===== config.mk =====
export PLATFORM = sky130hd
export DESIGN_NAME = page_frame_bitmap_allocator
export DESIGN_NICKNAME = d
export VERILOG_FILES = /design/src/hdl/pfba_pkg.sv /design/src/hdl/pfba_map.sv /design/src/hdl/pfba_batch.sv /design/src/hdl/page_frame_bitmap_allocator.sv
export VERILOG_INCLUDE_DIRS = /design/src /design/src/hdl
export SDC_FILE = /design/constraint.sdc
export NUM_CORES = 2
export LEC_CHECK = 0
export BUFFER_PORTS_ARGS = -buffer_cell sky130_fd_sc_hd__buf_2
export CAP_MARGIN = 5
export CORE_ASPECT_RATIO = 2
export CORE_MARGIN = 4
export CORE_UTILIZATION = 45
export DETAILED_ROUTE_END_ITERATION = 6
export PLACE_DENSITY_LB_ADDON = 0.1
export SYNTH_ARGS = -nofsm -noshare
export SYNTH_HDL_FRONTEND = slang
export SYNTH_SLANG_ARGS = --single-unit

===== constraint.sdc =====
create_clock -name i_clk -period 20.1 [get_ports i_clk]
set_clock_uncertainty 0.15 [all_clocks]
set_input_delay 4.02 -clock i_clk [delete_from_list [all_inputs] [get_ports i_clk]]
set_output_delay 4.02 -clock i_clk [all_outputs]
set_load 0.05 [all_outputs]

===== src/hdl/page_frame_bitmap_allocator_defines.svh =====
// ----------------------------------------------------------------------------
// page frame allocator assertion macros
// shared concurrent assertion forms, clocked and disabled during reset
// ----------------------------------------------------------------------------
`ifndef PAGE_FRAME_BITMAP_ALLOCATOR_DEFINES_SVH
`define PAGE_FRAME_BITMAP_ALLOCATOR_DEFINES_SVH

// consequent must hold in the same cycle as the antecedent
`define PFBA_ASSERT_SAME(lbl, clk, rstn, ante, cons, msg) \
    lbl: assert property (@(posedge clk) disable iff (!rstn) (ante) |-> (cons)) \
        else $error(msg);

// consequent must hold in the cycle after the antecedent
`define PFBA_ASSERT_NEXT(lbl, clk, rstn, ante, cons, msg) \
    lbl: assert property (@(posedge clk) disable iff (!rstn) (ante) |=> (cons)) \
        else $error(msg);

`endif


===== src/hdl/pfba_pkg.sv =====
// ----------------------------------------------------------------------------
// pfba_pkg
// types and constants shared by the page frame allocator modules
// ----------------------------------------------------------------------------
package pfba_pkg;

    localparam int ADDR_W     = 32;
    localparam int PAGE_SHIFT = 12;
    localparam int IDX_W      = ADDR_W - PAGE_SHIFT;
    localparam int WORD_BITS  = 32;
    localparam int BIT_W      = 5;
    localparam int RANGE_W    = 11;
    localparam int STATUS_W   = 2;
    localparam int CFG_IDX_W  = 1;
    localparam int CFG_DATA_W = 32;

    localparam int DEF_MAP_FRAMES = 1024;
    localparam int DEF_BATCH_SIZE = 20;

    localparam logic [RANGE_W-1:0]  RANGE_RESET = 11'd1024;
    localparam logic [ADDR_W-1:0]   BASE_RESET  = 32'h0;

    // configuration register indexes
    localparam logic [CFG_IDX_W-1:0] CFG_FRAME_BASE  = 1'b0;
    localparam logic [CFG_IDX_W-1:0] CFG_FRAME_RANGE = 1'b1;

    // result status codes
    localparam logic [STATUS_W-1:0] ST_OK    = 2'd0;
    localparam logic [STATUS_W-1:0] ST_NONE  = 2'd1;
    localparam logic [STATUS_W-1:0] ST_RANGE = 2'd2;

    // request codes
    localparam logic REQ_ALLOC = 1'b0;
    localparam logic REQ_FREE  = 1'b1;

    typedef struct packed {
        logic              req_type;
        logic [ADDR_W-1:0] free_address;
    } t_req;

    typedef struct packed {
        logic [ADDR_W-1:0]   frame_address;
        logic [STATUS_W-1:0] status;
    } t_resp;

    typedef struct packed {
        logic rd;
        logic wr;
    } t_map_ctl;

    typedef struct packed {
        logic hit;
        logic [BIT_W-1:0] bit_idx;
    } t_scan;

    typedef struct packed {
        logic rd;
        logic wr;
        logic wr_ok;
    } t_batch_ctl;

endpackage


===== src/hdl/pfba_map.sv =====
// ----------------------------------------------------------------------------
// pfba_map
// used-frame bitmap memory, one word per 32 frames, with first-free search
// ----------------------------------------------------------------------------
module pfba_map #(
    parameter int MAP_FRAMES = pfba_pkg::DEF_MAP_FRAMES,
    parameter int MAP_WORDS  = (MAP_FRAMES + pfba_pkg::WORD_BITS - 1) / pfba_pkg::WORD_BITS,
    parameter int MW_A       = (MAP_WORDS > 1) ? $clog2(MAP_WORDS) : 1
) (
    input  logic                            i_clk,
    input  pfba_pkg::t_map_ctl              i_ctl,
    input  logic [MW_A-1:0]                 i_addr,
    input  logic [pfba_pkg::WORD_BITS-1:0]  i_wdata,
    input  logic [pfba_pkg::IDX_W-1:0]      i_managed,
    output logic [pfba_pkg::WORD_BITS-1:0]  o_rdata,
    output pfba_pkg::t_scan                 o_scan
);
    import pfba_pkg::*;

    logic [WORD_BITS-1:0] r_mem [MAP_WORDS];
    logic [WORD_BITS-1:0] r_rdata;
    logic [MW_A-1:0]      r_rd_addr;

    always_ff @(posedge i_clk) begin
        if (i_ctl.wr) begin
            r_mem[i_addr] <= i_wdata;
        end
        if (i_ctl.rd) begin
            r_rdata   <= r_mem[i_addr];
            r_rd_addr <= i_addr;
        end
    end

    assign o_rdata = r_rdata;

    // lowest clear bit whose frame index lies below the managed count
    always_comb begin
        logic [IDX_W-1:0]     word_base;
        logic [WORD_BITS-1:0] free_vec;
        word_base = IDX_W'(r_rd_addr) << BIT_W;
        o_scan    = '0;
        for (int b = 0; b < WORD_BITS; b++) begin
            free_vec[b] = ~r_rdata[b] && ((word_base | IDX_W'(b)) < i_managed);
        end
        for (int b = WORD_BITS - 1; b >= 0; b--) begin
            if (free_vec[b]) begin
                o_scan.hit     = 1'b1;
                o_scan.bit_idx = BIT_W'(b);
            end
        end
    end

endmodule


===== src/hdl/pfba_batch.sv =====
// ----------------------------------------------------------------------------
// pfba_batch
// batch of reserved frame addresses with per-slot valid flags
// ----------------------------------------------------------------------------
module pfba_batch #(
    parameter int BATCH_SIZE = pfba_pkg::DEF_BATCH_SIZE,
    parameter int BI_W       = (BATCH_SIZE > 1) ? $clog2(BATCH_SIZE) : 1
) (
    input  logic                          i_clk,
    input  logic                          i_rst_n,
    input  pfba_pkg::t_batch_ctl          i_ctl,
    input  logic [BI_W-1:0]               i_wr_slot,
    input  logic [pfba_pkg::ADDR_W-1:0]   i_wr_frame,
    input  logic [BI_W-1:0]               i_rd_slot,
    output logic [pfba_pkg::ADDR_W-1:0]   o_rd_frame,
    output logic                          o_rd_ok
);
    import pfba_pkg::*;

    logic [ADDR_W-1:0]     r_mem [BATCH_SIZE];
    logic [BATCH_SIZE-1:0] r_valid;
    logic [ADDR_W-1:0]     r_rd_frame;
    logic                  r_rd_ok;

    always_ff @(posedge i_clk) begin
        if (i_ctl.wr) begin
            r_mem[i_wr_slot] <= i_wr_frame;
        end
        if (i_ctl.rd) begin
            r_rd_frame <= r_mem[i_rd_slot];
        end
    end

    always_ff @(posedge i_clk) begin
        if (!i_rst_n) begin
            r_valid <= '0;
            r_rd_ok <= 1'b0;
        end else begin
            if (i_ctl.wr) begin
                r_valid[i_wr_slot] <= i_ctl.wr_ok;
            end
            if (i_ctl.rd) begin
                r_rd_ok <= r_valid[i_rd_slot];
            end
        end
    end

    assign o_rd_frame = r_rd_frame;
    assign o_rd_ok    = r_rd_ok;

endmodule


===== src/hdl/page_frame_bitmap_allocator.sv =====
// ----------------------------------------------------------------------------
// page_frame_bitmap_allocator
// physical page frame allocator over a one-bit-per-frame used map
// ----------------------------------------------------------------------------
// requests enter on i_in_valid / o_in_stall with a t_req payload: allocate
// hands out the next frame of a reserved batch, free clears the frame's map
// bit. each request gives exactly one t_resp on o_out_valid / i_out_stall.
// requests are handled one at a time: the next one is taken only after the
// result has moved on to the output register. an allocate served from the
// batch passes S_HAND_RD, S_HAND_DAT and S_DONE, an in-range free passes
// S_FREE_CHK, S_FREE_RD and S_DONE, a free outside the map S_FREE_CHK and
// S_DONE. an allocate that finds the batch used up first refills it: each
// slot takes S_SCAN_RD, S_SCAN_EV and S_SCAN_WR (only S_SCAN_RD once the map
// is exhausted), and every map word (32 frames) that holds no free frame adds
// S_SCAN_RD and S_SCAN_EV; the single map port serializes these steps. after
// reset the used map is cleared one word per cycle with o_in_stall high;
// configuration writes are taken during that pass. a result waits in the
// output register while the receiver stalls, and the next request is still accepted meanwhile.
// configuration: i_cfg_we with i_cfg_idx 0 writes frame_base, 1 writes
// frames_in_use_range; write only while no request is in flight.
// ----------------------------------------------------------------------------
`include "page_frame_bitmap_allocator_defines.svh"

module page_frame_bitmap_allocator #(
    parameter int MAP_FRAMES = pfba_pkg::DEF_MAP_FRAMES,
    parameter int BATCH_SIZE = pfba_pkg::DEF_BATCH_SIZE
) (
    input  logic                             i_clk,
    input  logic                             i_rst_n,
    input  logic                             i_cfg_we,
    input  logic [pfba_pkg::CFG_IDX_W-1:0]   i_cfg_idx,
    input  logic [pfba_pkg::CFG_DATA_W-1:0]  i_cfg_data,
    input  logic                             i_in_valid,
    output logic                             o_in_stall,
    input  pfba_pkg::t_req                   i_in_data,
    output logic                             o_out_valid,
    input  logic                             i_out_stall,
    output pfba_pkg::t_resp                  o_out_data
);
    import pfba_pkg::*;

    localparam int MAP_WORDS = (MAP_FRAMES + WORD_BITS - 1) / WORD_BITS;
    localparam int MW_A      = (MAP_WORDS > 1) ? $clog2(MAP_WORDS) : 1;
    localparam int WC_W      = $clog2(MAP_WORDS + 1);
    localparam int BI_W      = (BATCH_SIZE > 1) ? $clog2(BATCH_SIZE) : 1;
    localparam int NC_W      = $clog2(BATCH_SIZE + 1);

    localparam logic [3:0] S_CLR      = 4'd0;
    localparam logic [3:0] S_IDLE     = 4'd1;
    localparam logic [3:0] S_FREE_CHK = 4'd2;
    localparam logic [3:0] S_FREE_RD  = 4'd3;
    localparam logic [3:0] S_SCAN_RD  = 4'd4;
    localparam logic [3:0] S_SCAN_EV  = 4'd5;
    localparam logic [3:0] S_SCAN_WR  = 4'd6;
    localparam logic [3:0] S_HAND_RD  = 4'd7;
    localparam logic [3:0] S_HAND_DAT = 4'd8;
    localparam logic [3:0] S_DONE     = 4'd9;

    logic [3:0]         r_state, n_state;
    logic [ADDR_W-1:0]  r_base;
    logic [RANGE_W-1:0] r_range;
    t_req               r_req, n_req;
    logic [IDX_W-1:0]   r_fidx, n_fidx;
    logic [WC_W-1:0]    r_word, n_word;
    logic [BIT_W-1:0]   r_bit, n_bit;
    logic [NC_W-1:0]    r_slot, n_slot;
    logic [NC_W-1:0]    r_next, n_next;
    logic [MW_A-1:0]    r_clr, n_clr;
    t_resp              r_res, n_res;
    logic               r_out_valid, n_out_valid;
    t_resp              r_out, n_out;

    logic [IDX_W-1:0]     w_managed;
    logic [IDX_W-1:0]     w_word_base;
    logic [ADDR_W-1:0]    w_free_off;
    logic [IDX_W-1:0]     w_free_idx;
    logic [IDX_W-1:0]     w_scan_idx;
    logic [ADDR_W-1:0]    w_alloc_addr;
    logic                 w_out_free;

    t_map_ctl             w_map_ctl;
    logic [MW_A-1:0]      w_map_addr;
    logic [WORD_BITS-1:0] w_map_wdata;
    logic [WORD_BITS-1:0] w_map_rdata;
    t_scan                w_scan;

    t_batch_ctl           w_bat_ctl;
    logic [ADDR_W-1:0]    w_bat_frame;
    logic                 w_bat_ok;

    pfba_map #(
        .MAP_FRAMES (MAP_FRAMES),
        .MAP_WORDS  (MAP_WORDS),
        .MW_A       (MW_A)
    ) u_map (
        .i_clk     (i_clk),
        .i_ctl     (w_map_ctl),
        .i_addr    (w_map_addr),
        .i_wdata   (w_map_wdata),
        .i_managed (w_managed),
        .o_rdata   (w_map_rdata),
        .o_scan    (w_scan)
    );

    pfba_batch #(
        .BATCH_SIZE (BATCH_SIZE),
        .BI_W       (BI_W)
    ) u_batch (
        .i_clk      (i_clk),
        .i_rst_n    (i_rst_n),
        .i_ctl      (w_bat_ctl),
        .i_wr_slot  (r_slot[BI_W-1:0]),
        .i_wr_frame (w_alloc_addr),
        .i_rd_slot  (r_next[BI_W-1:0]),
        .o_rd_frame (w_bat_frame),
        .o_rd_ok    (w_bat_ok)
    );

    // managed count, clamped to the map capacity
    assign w_managed = (IDX_W'(r_range) > IDX_W'(MAP_FRAMES)) ? IDX_W'(MAP_FRAMES)
                                                               : IDX_W'(r_range);

    assign w_word_base  = IDX_W'(r_word) << BIT_W;
    assign w_free_off   = r_req.free_address - r_base;
    assign w_free_idx   = w_free_off[ADDR_W-1:PAGE_SHIFT];
    assign w_scan_idx   = w_word_base | IDX_W'(r_bit);
    assign w_alloc_addr = r_base + (ADDR_W'(w_scan_idx) << PAGE_SHIFT);
    assign w_out_free   = !r_out_valid || !i_out_stall;

    assign o_in_stall  = (r_state != S_IDLE);
    assign o_out_valid = r_out_valid;
    assign o_out_data  = r_out;

    always_comb begin
        n_state     = r_state;
        n_req       = r_req;
        n_fidx      = r_fidx;
        n_word      = r_word;
        n_bit       = r_bit;
        n_slot      = r_slot;
        n_next      = r_next;
        n_clr       = r_clr;
        n_res       = r_res;
        n_out       = r_out;
        n_out_valid = r_out_valid && i_out_stall;
        w_map_ctl   = '0;
        w_map_addr  = r_word[MW_A-1:0];
        w_map_wdata = '0;
        w_bat_ctl   = '0;

        case (r_state)
            S_CLR: begin
                w_map_ctl.wr = 1'b1;
                w_map_addr   = r_clr;
                n_clr        = r_clr + 1'b1;
                if (r_clr == MW_A'(MAP_WORDS - 1)) begin
                    n_state = S_IDLE;
                end
            end
            S_IDLE: begin
                if (i_in_valid) begin
                    n_req = i_in_data;
                    if (i_in_data.req_type == REQ_FREE) begin
                        n_state = S_FREE_CHK;
                    end else if (r_next >= NC_W'(BATCH_SIZE)) begin
                        n_word  = '0;
                        n_slot  = '0;
                        n_state = S_SCAN_RD;
                    end else begin
                        n_state = S_HAND_RD;
                    end
                end
            end
            S_FREE_CHK: begin
                n_fidx = w_free_idx;
                if (w_free_idx < w_managed) begin
                    w_map_ctl.rd = 1'b1;
                    w_map_addr   = w_free_idx[BIT_W +: MW_A];
                    n_state      = S_FREE_RD;
                end else begin
                    n_res.frame_address = '0;
                    n_res.status        = ST_RANGE;
                    n_state             = S_DONE;
                end
            end
            S_FREE_RD: begin
                w_map_ctl.wr = 1'b1;
                w_map_addr   = r_fidx[BIT_W +: MW_A];
                w_map_wdata  = w_map_rdata & ~(WORD_BITS'(1) << r_fidx[BIT_W-1:0]);
                n_res.frame_address = '0;
                n_res.status        = ST_OK;
                n_state             = S_DONE;
            end
            S_SCAN_RD: begin
                if (w_word_base >= w_managed) begin
                    // map exhausted: this slot stays empty
                    w_bat_ctl.wr = 1'b1;
                    n_slot       = r_slot + 1'b1;
                    if (r_slot == NC_W'(BATCH_SIZE - 1)) begin
                        n_next  = '0;
                        n_state = S_HAND_RD;
                    end
                end else begin
                    w_map_ctl.rd = 1'b1;
                    n_state      = S_SCAN_EV;
                end
            end
            S_SCAN_EV: begin
                if (w_scan.hit) begin
                    n_bit   = w_scan.bit_idx;
                    n_state = S_SCAN_WR;
                end else begin
                    n_word  = r_word + 1'b1;
                    n_state = S_SCAN_RD;
                end
            end
            S_SCAN_WR: begin
                // later scans of this refill resume at the same word
                w_map_ctl.wr    = 1'b1;
                w_map_wdata     = w_map_rdata | (WORD_BITS'(1) << r_bit);
                w_bat_ctl.wr    = 1'b1;
                w_bat_ctl.wr_ok = 1'b1;
                n_slot          = r_slot + 1'b1;
                if (r_slot == NC_W'(BATCH_SIZE - 1)) begin
                    n_next  = '0;
                    n_state = S_HAND_RD;
                end else begin
                    n_state = S_SCAN_RD;
                end
            end
            S_HAND_RD: begin
                w_bat_ctl.rd = 1'b1;
                n_state      = S_HAND_DAT;
            end
            S_HAND_DAT: begin
                n_next = r_next + 1'b1;
                if (w_bat_ok) begin
                    n_res.frame_address = w_bat_frame;
                    n_res.status        = ST_OK;
                end else begin
                    n_res.frame_address = '0;
                    n_res.status        = ST_NONE;
                end
                n_state = S_DONE;
            end
            S_DONE: begin
                if (w_out_free) begin
                    n_out       = r_res;
                    n_out_valid = 1'b1;
                    n_state     = S_IDLE;
                end
            end
            default: begin
                n_state = S_IDLE;
            end
        endcase
    end

    always_ff @(posedge i_clk) begin
        if (!i_rst_n) begin
            r_state     <= S_CLR;
            r_clr       <= '0;
            r_next      <= NC_W'(BATCH_SIZE);
            r_out_valid <= 1'b0;
        end else begin
            r_state     <= n_state;
            r_clr       <= n_clr;
            r_next      <= n_next;
            r_out_valid <= n_out_valid;
        end
    end

    always_ff @(posedge i_clk) begin
        r_req  <= n_req;
        r_fidx <= n_fidx;
        r_word <= n_word;
        r_bit  <= n_bit;
        r_slot <= n_slot;
        r_res  <= n_res;
        r_out  <= n_out;
    end

    always_ff @(posedge i_clk) begin
        if (!i_rst_n) begin
            r_base  <= BASE_RESET;
            r_range <= RANGE_RESET;
        end else if (i_cfg_we) begin
            case (i_cfg_idx)
                CFG_FRAME_BASE:  r_base  <= i_cfg_data[ADDR_W-1:0];
                CFG_FRAME_RANGE: r_range <= i_cfg_data[RANGE_W-1:0];
                default: begin
                end
            endcase
        end
    end

    `PFBA_ASSERT_SAME(a_next_bound, i_clk, i_rst_n, 1'b1, r_next <= NC_W'(BATCH_SIZE), "batch pointer past batch end")
    `PFBA_ASSERT_SAME(a_scan_free, i_clk, i_rst_n, r_state == S_SCAN_WR, !w_map_rdata[r_bit], "scan claimed a used frame")
    `PFBA_ASSERT_SAME(a_free_range, i_clk, i_rst_n, r_state == S_FREE_RD, r_fidx < w_managed, "free write outside managed frames")
    `PFBA_ASSERT_NEXT(a_busy_after_accept, i_clk, i_rst_n, i_in_valid && !o_in_stall, r_state != S_IDLE && r_state != S_CLR, "accepted transaction not in progress")

endmodule


==> results.tsv <==
stage	metric	value	unit
routing	firstDrtPassIters	7	
yosys	ys_types	71	
worst_setup_path	r2r-end	u_map.o_rdata[27]$_DFFE_PP_	
clock_network	post_cts_resized	0	
grt	antenna_found_initial	6	
routing	wl	227200	µm
yosys	synth_seq_area_share	72.86	%
floorplan	die_h	599.8	µm
sta	final-hold-violation-count	0	
grt	grt_pass1_wl	322000	µm
worst_setup_path	worstPathMaxFanout	118	
grt	grt_overflow_total	0	
worst_setup_path	r2r_cells	27	
clock_network	numCtsBuffers	176	
power_and_ir_drop	sw_frac_of_total	20.81	%
yosys	yosysWarningCount	0	
yosys	async_flop_share	0	%
floorplan	ioPinCount	107	
yosys	synth_fp_nets	4770	
worst_setup_path	cpPeakStageDelay	0.82	ns
worst_setup_path	worstSetupPathType	flop to flop	
worst_setup_path	r2r_start	r_base[7]$_SDFFE_PN0P_	
clock_network	cts.path.max_buffers	4	
worst_setup_path	crit_family	buffers and inverters	
place	place.gp.congestion	0.8989	
sta	finalCriticalPeriod	9.594	ns
sta	worstMarginPinSlew	1.420	ns
worst_setup_path	crit_arrival	9.99	ns
worst_setup_path	crit_top_cell	a21oi_1	
worst_setup_path	cp.buffers_inverters	5	
yosys	synth.most_common_cell	edfxtp_1	
yosys	synth_area	78790	µm²
yosys	synth_area_leaders	edfxtp_1 71%, mux2i_1 7.8%, mux4_2 5.7%	
clock_network	cts-root-buf	clkbuf_16	
clock_network	cts_sinks	1938	
power_and_ir_drop	peakVddDrop	0.07002	mV
layout	final_nets	4952	
layout	syn2layout_area_growth	12.24	%
sta	final_max_slew_viol_count	0	
yosys	synth_top_flop_cell	edfxtp_1	
power_and_ir_drop	power.leakage	26.42	nW
place	placedCellCount	6929	
worst_setup_path	crit_end	u_map.o_rdata[27]$_DFFE_PP_	
place	dp_hpwl	135900	µm
run	cap_violations	0	
worst_setup_path	r2r_slack	10.51	ns
clock_network	post_cts_buffers	0	
outcome	status	complete, but fails checks	
power_and_ir_drop	intPower	6.395	mW
yosys	synth.avg_cell_area	17.03	µm²
floorplan	start_util	45.20	%
yosys	syn_inst	4626	
place	io_buffers	106	
sta	slew_headroom	5.133	%
sta	setup_violations	0	
floorplan	core	174300	µm²
sta	rsz0062_at_grt	no	
clock_network	cts_tree	built	
power_and_ir_drop	power.share.clock	41.3	%
grt	grt_pass1_vias	43911	
yosys	synth_common_cells	1859 x edfxtp_1, 616 x mux2i_1, 391 x nand2_1	
worst_setup_path	crit_start	r_base[7]$_SDFFE_PN0P_	
floorplan	die_w	303.9	µm
routing	antenna_left	0	
yosys	yosys.area.top_type	edfxtp_1	
min_path	worstHoldPathType	flop to flop	
routing	drc	18	
layout	instances_no_fill	7240	
worst_setup_path	cp-start-kind	flop	
sta	max_freq	104.2	MHz
yosys	synth_top_area_share	70.85	%
power_and_ir_drop	powerDensity	91.32	nW/µm²
routing	dr.first_iter.drc_count	3807	
yosys	synth_edf_count	1859	
routing	avgViaCountPerCell	5.899	
floorplan	dieArea	182300	µm²
routing	via_count	42711	
worst_setup_path	cp.required	20.49	ns
worst_setup_path	crit_slowest_cell	buf_4	
layout	drive_above_1_share	17.04	%
sta	fin_tns_setup	0	ns
power_and_ir_drop	pwr-share-seq	54.8	%
grt	grt_usage	24.57	%
power_and_ir_drop	share_comb_of_total_power	3.8	%
clock_network	cts_hold_buffers	0	
worst_setup_path	end_kind	flop	
clock_network	clk_pin_slew	0.07	ns
routing	routedWlPerCell	31.38	µm
power_and_ir_drop	p_switching	1.681	mW
floorplan	rows	217	
grt	grt_max_degree	119	
outcome	violations	DRC	
clock_network	clock_latency	0.82	ns
layout	fillers	14373	
yosys	ys_ff_latch	1938	
clock_network	h-tree-depth	4	
sta	fin_crit_sh	47.73	%
worst_setup_path	cp.depth	27	
==> layout by cell type, fill, tap and decap left out, types with 72 or more instances in the layout <==
cell type,synthesis,layout
a21oi_1,161,129
a32oi_1,107,107
buf_2,62,106
buf_4,24,127
clkbuf_16,0,179
dfxtp_1,79,74
edfxtp_1,1859,1859
ha_1,72,72
inv_1,73,73
mux2i_1,616,616
mux4_2,198,198
nand2_1,391,390
nor2_1,159,103
o21ai_0,113,113
==> worst min path at each step <==
stage                       startpoint  depth (start not counted)  slack, ns                       end
2_1_floorplan   r_res[0]$_SDFFCE_PP0P_                          0       0.25   o_out_data[0]$_DFFE_PP_
3_3_place_gp    r_res[5]$_SDFFCE_PP0P_                          0       0.25   o_out_data[5]$_DFFE_PP_
3_5_place_dp    r_res[8]$_SDFFCE_PP0P_                          0       0.26   o_out_data[8]$_DFFE_PP_
4_1_cts        r_res[24]$_SDFFCE_PP0P_                          0       0.27  o_out_data[24]$_DFFE_PP_
5_1_grt        r_res[30]$_SDFFCE_PP0P_                          0       0.28  o_out_data[30]$_DFFE_PP_
6_report       r_res[24]$_SDFFCE_PP0P_                          0       0.27  o_out_data[24]$_DFFE_PP_
==> kinds of logic after synthesis <==
family	after synthesis	synth area share, %
AOI/OAI and AO/OA	581	4.883
adders and majority gates	73	1.169
and+or+nand+nor	827	4.753
xor gates and xnor gates	43	0.4780
DFF	1938	72.86
buffers and inverters	308	1.775
muxes	856	14.09
==> power groups by stage <==
stage	logic [mW]	clock network [mW]	registers, mW
finish	0.310	3.34	4.43
global placement	0.310	0	4.51
global route	0.329	3.56	4.43
floorplan	0.196	0	4.51
detailed placement	0.312	0	4.52
CTS	0.313	3.41	4.43
==> flip-flops by register name (all words and copies together), names as in the netlist <==
| name | count |
|---|---|
| u_batch.o_rd_ok | 1 |
| u_map.r_mem | 1024 |
| r_res | 34 |
| r_state | 4 |
| r_slot | 5 |
| o_out_valid | 1 |
| u_map.r_rd_addr | 5 |
| o_out_data | 34 |
| r_bit | 5 |
| r_base | 32 |
| u_batch.r_valid | 20 |
| u_batch.o_rd_frame | 32 |
| r_word | 6 |
| r_req | 32 |
| u_batch.r_mem | 640 |
| r_next | 5 |
| u_map.o_rdata | 32 |
| r_clr | 5 |
| r_fidx | 10 |
| r_range | 11 |
==> stage by stage <==
| step | util [%] | power, mW | hold WS [ns] | cell area [µm²] | worst slack [ns] |
|---|---|---|---|---|---|
| floorplan | - | 4.707 | 0.2503 | 78790 | 13.21 |
| global placement | 47.54 | 4.825 | 0.2513 | 82860 | 10.73 |
| detailed placement | 47.54 | 4.828 | 0.2552 | 82860 | 10.61 |
| CTS | 50.73 | 8.149 | 0.2697 | 88430 | 10.60 |
| global route | 50.73 | 8.317 | 0.2811 | 88430 | 10.01 |
| finish | 50.73 | 8.075 | 0.2680 | 88430 | 10.51 |
==> cell type report <==
class	instances	area (µm²)	share of cell area, %
clock inverter	87	917.1	1.037
tap	2299	2877	3.253
inverter	76	292.8	0.3311
timing repair buffer	236	1544	1.746
multi-input combinational	2380	20730	23.44
clock buffer	223	4654	5.263
sequential	1938	57420	64.93
antenna	1	2.502	0.002830
==> routing by layer <==
| metal | GRT usage (%) | up-vias | part of all wire, % |
|---|---|---|---|
| li1 | - | 18562 | - |
| met1 | 28.04 | 22391 | 36 |
| met2 | 46.35 | 1279 | 54 |
| met3 | 3.210 | 473 | 4.6 |
| met4 | 10.12 | 6 | 4.6 |
| met5 | 0 | - | 0.018 |
Note: power is estimated with default switching activity, not from simulation.
